==> src/mtlb_pkg.sv <==
package mtlb_pkg;

    typedef enum logic [2:0] {
        CMD_LOAD    = 3'd0,
        CMD_STORE   = 3'd1,
        CMD_WR_IDX  = 3'd2,
        CMD_WR_RAND = 3'd3,
        CMD_READ    = 3'd4,
        CMD_PROBE   = 3'd5,
        CMD_TICK    = 3'd6,
        CMD_NOP     = 3'd7
    } cmd_t;

    typedef enum logic [2:0] {
        ST_OK       = 3'd0,
        ST_ADDR_ERR = 3'd1,
        ST_REFILL   = 3'd2,
        ST_INVALID  = 3'd3,
        ST_MODIFIED = 3'd4,
        ST_INDEX    = 3'd5
    } status_t;

    localparam logic [0:0] REG_TICK_DIVISOR = 1'b0;
    localparam logic [0:0] REG_WIRED_COUNT  = 1'b1;

    typedef struct packed {
        logic [2:0]  command;
        logic [31:0] virt_addr;
        logic        privileged;
        logic [31:0] entry_hi;
        logic [31:0] page_mask;
        logic [31:0] entry_lo_even;
        logic [31:0] entry_lo_odd;
        logic [5:0]  entry_index;
    } in_item_t;

    typedef struct packed {
        logic [2:0]  status;
        logic [37:0] phys_addr;
        logic        probe_hit;
        logic [5:0]  probe_index;
        logic [31:0] read_entry_hi;
        logic [31:0] read_page_mask;
        logic [31:0] read_lo_even;
        logic [31:0] read_lo_odd;
    } out_item_t;

    // One TLB entry as stored in a cell.
    typedef struct packed {
        logic [18:0] vpn2;
        logic [7:0]  asid;
        logic [11:0] mask;
        logic [4:0]  shift;
        logic        is_global;
        logic [25:0] pfn_odd;
        logic [25:0] pfn_even;
        logic [4:0]  flags_odd;   // cache[4:2], dirty[1], valid[0]
        logic [4:0]  flags_even;
    } entry_t;

    // Lookup token passed down the cell chain.
    typedef struct packed {
        logic        found;
        logic [5:0]  index;
        entry_t      entry;
    } search_t;

    function automatic entry_t make_entry(logic [31:0] eh, logic [31:0] pm,
                                          logic [31:0] lo0, logic [31:0] lo1);
        entry_t e;
        logic [18:0] p;
        e.vpn2 = eh[31:13];
        e.asid = eh[7:0];
        p = pm[31:13];
        e.mask = '0;
        e.shift = 5'd12;
        for (int i = 0; i <= 12; i += 2) begin
            if (p == 19'((32'd1 << i) - 32'd1) && e.mask == '0 && e.shift == 5'd12) begin
                e.mask = 12'(p);
                e.shift = 5'(12 + i);
            end
        end
        e.is_global = lo0[0];
        e.pfn_even = lo0[31:6];
        e.pfn_odd = lo1[31:6];
        e.flags_even = {lo0[5:3], lo0[2], lo0[1]};
        e.flags_odd = {lo1[5:3], lo1[2], lo1[1]};
        return e;
    endfunction

endpackage

==> src/mtlb_cell.sv <==
module mtlb_cell (
    input  logic              clk,
    input  logic              rst_n,
    input  logic [5:0]        my_index,
    input  logic              wr_en,
    input  mtlb_pkg::entry_t  wr_entry,
    input  logic [18:0]       key_vpn2,
    input  logic [7:0]        key_asid,
    input  logic [5:0]        rd_index,
    input  mtlb_pkg::search_t chain_in,
    output mtlb_pkg::search_t chain_out,
    output mtlb_pkg::entry_t  rd_tap
);
    import mtlb_pkg::*;

    entry_t      entry_reg;
    logic [18:0] m;
    logic        hit;
    logic        rd_sel;

    always_ff @(posedge clk or negedge rst_n)
    begin
        if (!rst_n)
            entry_reg <= '0;
        else if (wr_en)
            entry_reg <= wr_entry;
    end

    always_comb
    begin
        m = ~{7'd0, entry_reg.mask};
        hit = ((entry_reg.vpn2 & m) == (key_vpn2 & m)) &&
              (entry_reg.asid == key_asid || entry_reg.is_global);
        rd_sel = (rd_index == my_index);
        chain_out = chain_in;
        if (!chain_in.found && hit)
        begin
            chain_out.found = 1'b1;
            chain_out.index = my_index;
            chain_out.entry = entry_reg;
        end
        rd_tap = rd_sel ? entry_reg : '0;
    end
endmodule

==> src/mips_tlb_translate_and_manage.sv <==
// Channel   Direction  Handshake            Payload
// in        input      in_valid/in_stall    mtlb_pkg::in_item_t
// out       output     out_valid/out_stall  mtlb_pkg::out_item_t
// cfg       input      cfg_we               cfg_index, cfg_data
// Each item is first registered (command and search key), then passes through the
// chain of entry cells (lowest matching cell wins) into the output register.
// The result waits in an output register; the next item is accepted while it waits.
// Reset clears all entries, the random index, wired count and prescaler, and sets the divisor to one.
// A stalled output holds the result; once a second item waits behind it, input stalls.
module mips_tlb_translate_and_manage #(
    parameter int TLB_ENTRIES = 16
) (
    input  logic                  clk,
    input  logic                  rst_n,
    input  logic                  in_valid,
    output logic                  in_stall,
    input  mtlb_pkg::in_item_t    in_item,
    output logic                  out_valid,
    input  logic                  out_stall,
    output mtlb_pkg::out_item_t   out_item,
    input  logic                  cfg_we,
    input  logic                  cfg_index,
    input  logic [7:0]            cfg_data
);
    import mtlb_pkg::*;

    localparam int IW = (TLB_ENTRIES > 1) ? $clog2(TLB_ENTRIES) : 1;

    in_item_t  req_reg;
    logic      req_valid_reg;
    logic [7:0] divisor_reg;
    logic [5:0] wired_reg;
    logic [IW-1:0] random_reg;
    logic [7:0] prescale_reg;
    out_item_t res_reg, res_next;
    logic      res_valid_reg;

    search_t chain [TLB_ENTRIES+1];
    entry_t  taps  [TLB_ENTRIES];
    entry_t  rd_or [TLB_ENTRIES+1];
    entry_t  new_entry;
    logic [5:0] wr_idx;
    logic       wr_do;
    logic       fire_in, fire_work;
    cmd_t       cmd;
    logic [18:0] key_vpn2;

    assign cmd = cmd_t'(req_reg.command);
    assign fire_work = req_valid_reg && (!res_valid_reg || !out_stall);
    assign in_stall = req_valid_reg && !fire_work;
    assign fire_in = in_valid && !in_stall;
    assign out_valid = res_valid_reg;
    assign out_item = res_reg;

    assign key_vpn2 = (cmd == CMD_PROBE) ? req_reg.entry_hi[31:13] : req_reg.virt_addr[31:13];
    assign new_entry = make_entry(req_reg.entry_hi, req_reg.page_mask,
                                  req_reg.entry_lo_even, req_reg.entry_lo_odd);
    assign wr_idx = (cmd == CMD_WR_RAND) ? 6'(random_reg) : req_reg.entry_index;
    assign wr_do = fire_work && (cmd == CMD_WR_IDX || cmd == CMD_WR_RAND) &&
                   ({1'b0, wr_idx} < 7'(TLB_ENTRIES));

    assign chain[0] = '0;
    assign rd_or[0] = '0;
    for (genvar g = 0; g < TLB_ENTRIES; g++)
    begin : g_cell
        mtlb_cell u_cell (
            .clk      (clk),
            .rst_n    (rst_n),
            .my_index (6'(g)),
            .wr_en    (wr_do && wr_idx == 6'(g)),
            .wr_entry (new_entry),
            .key_vpn2 (key_vpn2),
            .key_asid (req_reg.entry_hi[7:0]),
            .rd_index (req_reg.entry_index),
            .chain_in (chain[g]),
            .chain_out(chain[g+1]),
            .rd_tap   (taps[g])
        );
        assign rd_or[g+1] = rd_or[g] | taps[g];
    end

    always_comb
    begin
        logic [31:0] va;
        logic        odd;
        logic [4:0]  f;
        logic [25:0] pfn;
        logic [37:0] mk;
        entry_t      e, r;
        va = req_reg.virt_addr;
        e = chain[TLB_ENTRIES].entry;
        r = rd_or[TLB_ENTRIES];
        odd = va[e.shift];
        f = odd ? e.flags_odd : e.flags_even;
        pfn = odd ? e.pfn_odd : e.pfn_even;
        mk = {~{14'd0, e.mask}, 12'd0};
        res_next = '0;
        case (cmd)
            CMD_LOAD, CMD_STORE:
            begin
                if (va[31] && !req_reg.privileged)
                    res_next.status = ST_ADDR_ERR;
                else if (va[31:30] == 2'b10)
                    res_next.phys_addr = {9'd0, va[28:0]};
                else if (!chain[TLB_ENTRIES].found)
                    res_next.status = ST_REFILL;
                else if (!f[0])
                    res_next.status = ST_INVALID;
                else if (cmd == CMD_STORE && !f[1])
                    res_next.status = ST_MODIFIED;
                else
                    res_next.phys_addr = ({pfn, 12'd0} & mk) | ({6'd0, va} & ~mk);
            end
            CMD_WR_IDX, CMD_WR_RAND:
                if ({1'b0, wr_idx} >= 7'(TLB_ENTRIES))
                    res_next.status = ST_INDEX;
            CMD_READ:
                if ({1'b0, req_reg.entry_index} >= 7'(TLB_ENTRIES))
                    res_next.status = ST_INDEX;
                else
                begin
                    res_next.read_entry_hi = {r.vpn2, 5'd0, r.asid};
                    res_next.read_page_mask = {7'd0, r.mask, 13'd0};
                    res_next.read_lo_even = {r.pfn_even, r.flags_even[4:2],
                                             r.flags_even[1], r.flags_even[0], r.is_global};
                    res_next.read_lo_odd = {r.pfn_odd, r.flags_odd[4:2],
                                            r.flags_odd[1], r.flags_odd[0], r.is_global};
                end
            CMD_PROBE:
            begin
                res_next.probe_hit = chain[TLB_ENTRIES].found;
                res_next.probe_index = chain[TLB_ENTRIES].index;
            end
            default:
                res_next = '0;
        endcase
    end

    always_ff @(posedge clk or negedge rst_n)
    begin
        logic [7:0] pc;
        if (!rst_n)
        begin
            req_valid_reg <= 1'b0;
            res_valid_reg <= 1'b0;
            divisor_reg <= 8'd1;
            wired_reg <= '0;
            random_reg <= '0;
            prescale_reg <= '0;
        end
        else
        begin
            pc = prescale_reg + 8'd1;
            if (cfg_we)
            begin
                if (cfg_index == REG_TICK_DIVISOR)
                    divisor_reg <= cfg_data;
                else
                    wired_reg <= cfg_data[5:0];
            end
            if (fire_in)
                req_valid_reg <= 1'b1;
            else if (fire_work)
                req_valid_reg <= 1'b0;
            if (fire_work)
                res_valid_reg <= 1'b1;
            else if (!out_stall)
                res_valid_reg <= 1'b0;
            if (fire_work && cmd == CMD_TICK)
            begin
                if (pc >= divisor_reg)
                begin
                    prescale_reg <= '0;
                    if ({{(8-IW){1'b0}}, random_reg} <= {2'd0, wired_reg})
                        random_reg <= IW'(TLB_ENTRIES - 1);
                    else
                        random_reg <= random_reg - 1'b1;
                end
                else
                    prescale_reg <= pc;
            end
        end
    end

    always_ff @(posedge clk)
    begin
        if (fire_in)
            req_reg <= in_item;
        if (fire_work)
            res_reg <= res_next;
    end

    a_hold: assert property (@(posedge clk) disable iff (!rst_n)
        out_valid && out_stall |=> out_valid && $stable(out_item))
        else $error("result changed while stalled");
    a_no_accept: assert property (@(posedge clk) disable iff (!rst_n)
        req_valid_reg && res_valid_reg && out_stall |-> in_stall)
        else $error("input accepted while pipeline full");
    a_work_out: assert property (@(posedge clk) disable iff (!rst_n)
        fire_work |=> out_valid)
        else $error("work lost");
    a_random: assert property (@(posedge clk) disable iff (!rst_n)
        32'(random_reg) < TLB_ENTRIES)
        else $error("random index out of range");
endmodule
==> config.mk <==
export PLATFORM = sky130hd
export DESIGN_NAME = mips_tlb_translate_and_manage
export DESIGN_NICKNAME = d
export VERILOG_FILES = /design/src/mtlb_pkg.sv /design/src/mtlb_cell.sv /design/src/mips_tlb_translate_and_manage.sv
export SDC_FILE = /design/constraint.sdc
export NUM_CORES = 2
export LEC_CHECK = 0
export ABC_CLOCK_PERIOD_IN_PS = 16640
export BUFFER_PORTS_ARGS = -buffer_cell sky130_fd_sc_hd__buf_2
export CORE_MARGIN = 8
export CORE_UTILIZATION = 55
export DETAILED_ROUTE_END_ITERATION = 8
export PLACE_DENSITY = 0.82
export SETUP_SLACK_MARGIN = 0.02
export SLEW_MARGIN = 0
export SYNTH_ARGS = -nofsm -noshare
export SYNTH_HDL_FRONTEND = slang
export SYNTH_HIERARCHICAL = 1
export SYNTH_SLANG_ARGS = --single-unit
==> constraint.sdc <==
create_clock -name clk -period 16.64 [get_ports clk]
set_input_delay 0.832 -clock clk [delete_from_list [all_inputs] [get_ports clk]]
set_output_delay 0.832 -clock clk [all_outputs]
set_load 0.01 [all_outputs]
==> metrics.cfg <==
[timing]
finalCriticalPeriod_ps=12430
finalSetupViolCount=0
relSlewSlack_pct=16.5
rsz0062_at_grt=false
setup_ws_ps=4210
clock.fmax_ghz=0.0805
final_hold_viol_count=0
finalMaxSlewViolations=0
skew_ps=82.9
setup_tns_ps=0
tightest_slew_ps=1250
fin_crit_sh_pct=74.7

[detailed_routing]
wl_um=363000
vias_per_cell=6.36
route.detailed.drc=0
wl_per_cell_um=29.3
firstDrtPassIters=8
ant_nets=0
vias=78700
drt_iter0_markers=8399

[worst_setup_path]
reg2reg_depth=34
crit_end=out_item[145]
rrSetupSlack_ps=4210
cp_max_fo=42
slowest_stage=a21oi_2
critical_path_required_ps=17230
start_kind=flip-flop
critPathArrivalTime_ps=13020
cp-end-kind=flip-flop
cpPeakStageDelay_ps=880
setup.worst_path.start=cmd[1]
critPathKind=flip-flop to flip-flop
path_common_cell=o21bai_1
r2r_end=out_item[145]
timing.rr.start=cmd[1]

[run]
drv_cap=0

[layout]
fin_nets=9695
seq_area_sq_um=52600
final_core_util_pct=61.2
largest_register_ffs=1712
instances_no_fill=12400
drive_gt1_share_pct=33.1
n_fill_cell=15400
areaGrowthSynthToFinish_pct=11.0
multi_input_area_sq_um=58100

[pwr]
internal-power_mw=9.18
clkPwrFrac_pct=40.9
comb_power_share_pct=10.7
p_leak_nw=56.1
switchingPower_mw=3.22
p_sw_share_pct=26.0
ir_worst_vdd_mv=0.123
powerDensity_nw_per_um2=99.4
total_power_mw=12.4
p_seq_share_pct=48.3

[global_route]
antenna_found_initial=24
grt_max_degree=174
grt_pass1_wl_um=531000
grt_pass1_vias=80900
grt_util_all_layers_pct=32.3
gr-total-overflow=0

[clock_network]
max-clock-path-buffers=3
cts_resized=0
clk_pin_slew_worst_paths_ps=60
clkLatencyLatePin_ps=910
htreeDepth=4
clockRootBuffer=clkbuf_16
cts_sinks=2041
cts_tree=yes
postCtsSetupBuffers=0
hold_buffers=0
cts_made_buffers=214

[status]
outcome=completed

[floorplanning]
ios=362
num_rows=166
start_util_pct=55.1
core_area_sq_um=204000
fp.dieH_um=468
design.die.area_sq_um=219000
die_w_um=468

[logic_synthesis]
synthCells=9079
avgSynthCellArea_sq_um=12.4
synth_area_sq_um=112000
synth_warnings=6

[hold_path]
hold_path.class=primary input to async pin

[placed_design]
gp_congestion=0.980
hpwl_um=215000
dpl_worst_slack_ps=4530
io_buffers=317
dp.cells=12000

[area by class of cell]
type	count	area share, %
multi-input combinational	6747	46.6
inverter	18	0.0542
timing repair buffer	475	2.41
sequential	2041	42.2
tap	2688	2.70
clock inverter	97	0.998
clock buffer	307	5.02
antenna	16	0.0321
[per-layer routing]
| metal | vias up | GRT usage (%) | share of wire [%] |
|---|---|---|---|
| li1 | 32900 | - | - |
| met5 | - | 0 | 0.017 |
| met4 | 8 | 21.2 | 7.9 |
| met1 | 40000 | 40.7 | 38 |
| met2 | 4593 | 49.3 | 44 |
| met3 | 1321 | 8.07 | 10 |
[worst min path at each step]
| stage | slack, ps | cells past startpoint | endpoint | startpoint |
|---|---|---|---|---|
| finish | 60 | 1 | g_cell[14].u_cell/entry_reg[97] | rst_n |
| global route | 70 | 1 | new_entry[49] | in_item[25] |
| CTS | 60 | 1 | g_cell[12].u_cell/entry_reg[54] | rst_n |
| detailed placement | 490 | 1 | g_cell[11].u_cell/entry_reg[4] | g_cell[11].u_cell/entry_reg[4] |
| global placement | 480 | 1 | out_valid | req_valid_reg |
| floorplan | 450 | 1 | out_valid | req_valid_reg |
[power by group through the flow]
| stage | Combinational, mW | Sequential, mW | Clock (mW) |
|---|---|---|---|
| floorplan | 0.883 | 5.94 | 0 |
| global placement | 1.25 | 6.02 | 0 |
| detailed placement | 1.31 | 6.07 | 0 |
| CTS | 1.32 | 5.98 | 5.12 |
| global route | 1.43 | 6.05 | 5.32 |
| finish | 1.33 | 5.99 | 5.07 |
[layout by cell type, fill, tap and decap left out, drive strengths merged, types with 3 or more instances in the layout]
master and n:
a21oi 15, a22oi 4, a2bb2oi 3, a31oi 5
and2 1742, and3 10, buf 475, bufinv 20
clkbuf 307, clkinv 58, clkinvlp 7, conb 314
dfrtp 1739, diode 16, edfxtp 301, ha 14
inv 30, mux2 3003, mux2i 47, nand2 62
nand2b 11, nand3 27, nand3b 12, nand4 154
nor2 73, nor2b 24, nor3 53, nor3b 4
nor4 442, o21ai 42, o21bai 16, o22ai 97
o311ai 9, o31ai 4, or2 5, or3 4
xnor2 388, xor2 148
[critical path, delay by kind of cell (launching register included)]
kind / cells / cell delay, ps
compound gates: 15 / 4380
simple gates: 8 / 2700
mux: 7 / 2440
buf+inv: 3 / 1720
flops: 1 / 480
xor+xnor: 1 / 160
[per-stage QoR]
stage,hold slack (ps),area (sq um)
global route,68.7,125000
global placement,478,117000
floorplan,449,114000
CTS,60.7,125000
detailed placement,487,117000
finish,57.8,125000
(Power assumes the default switching activity.)
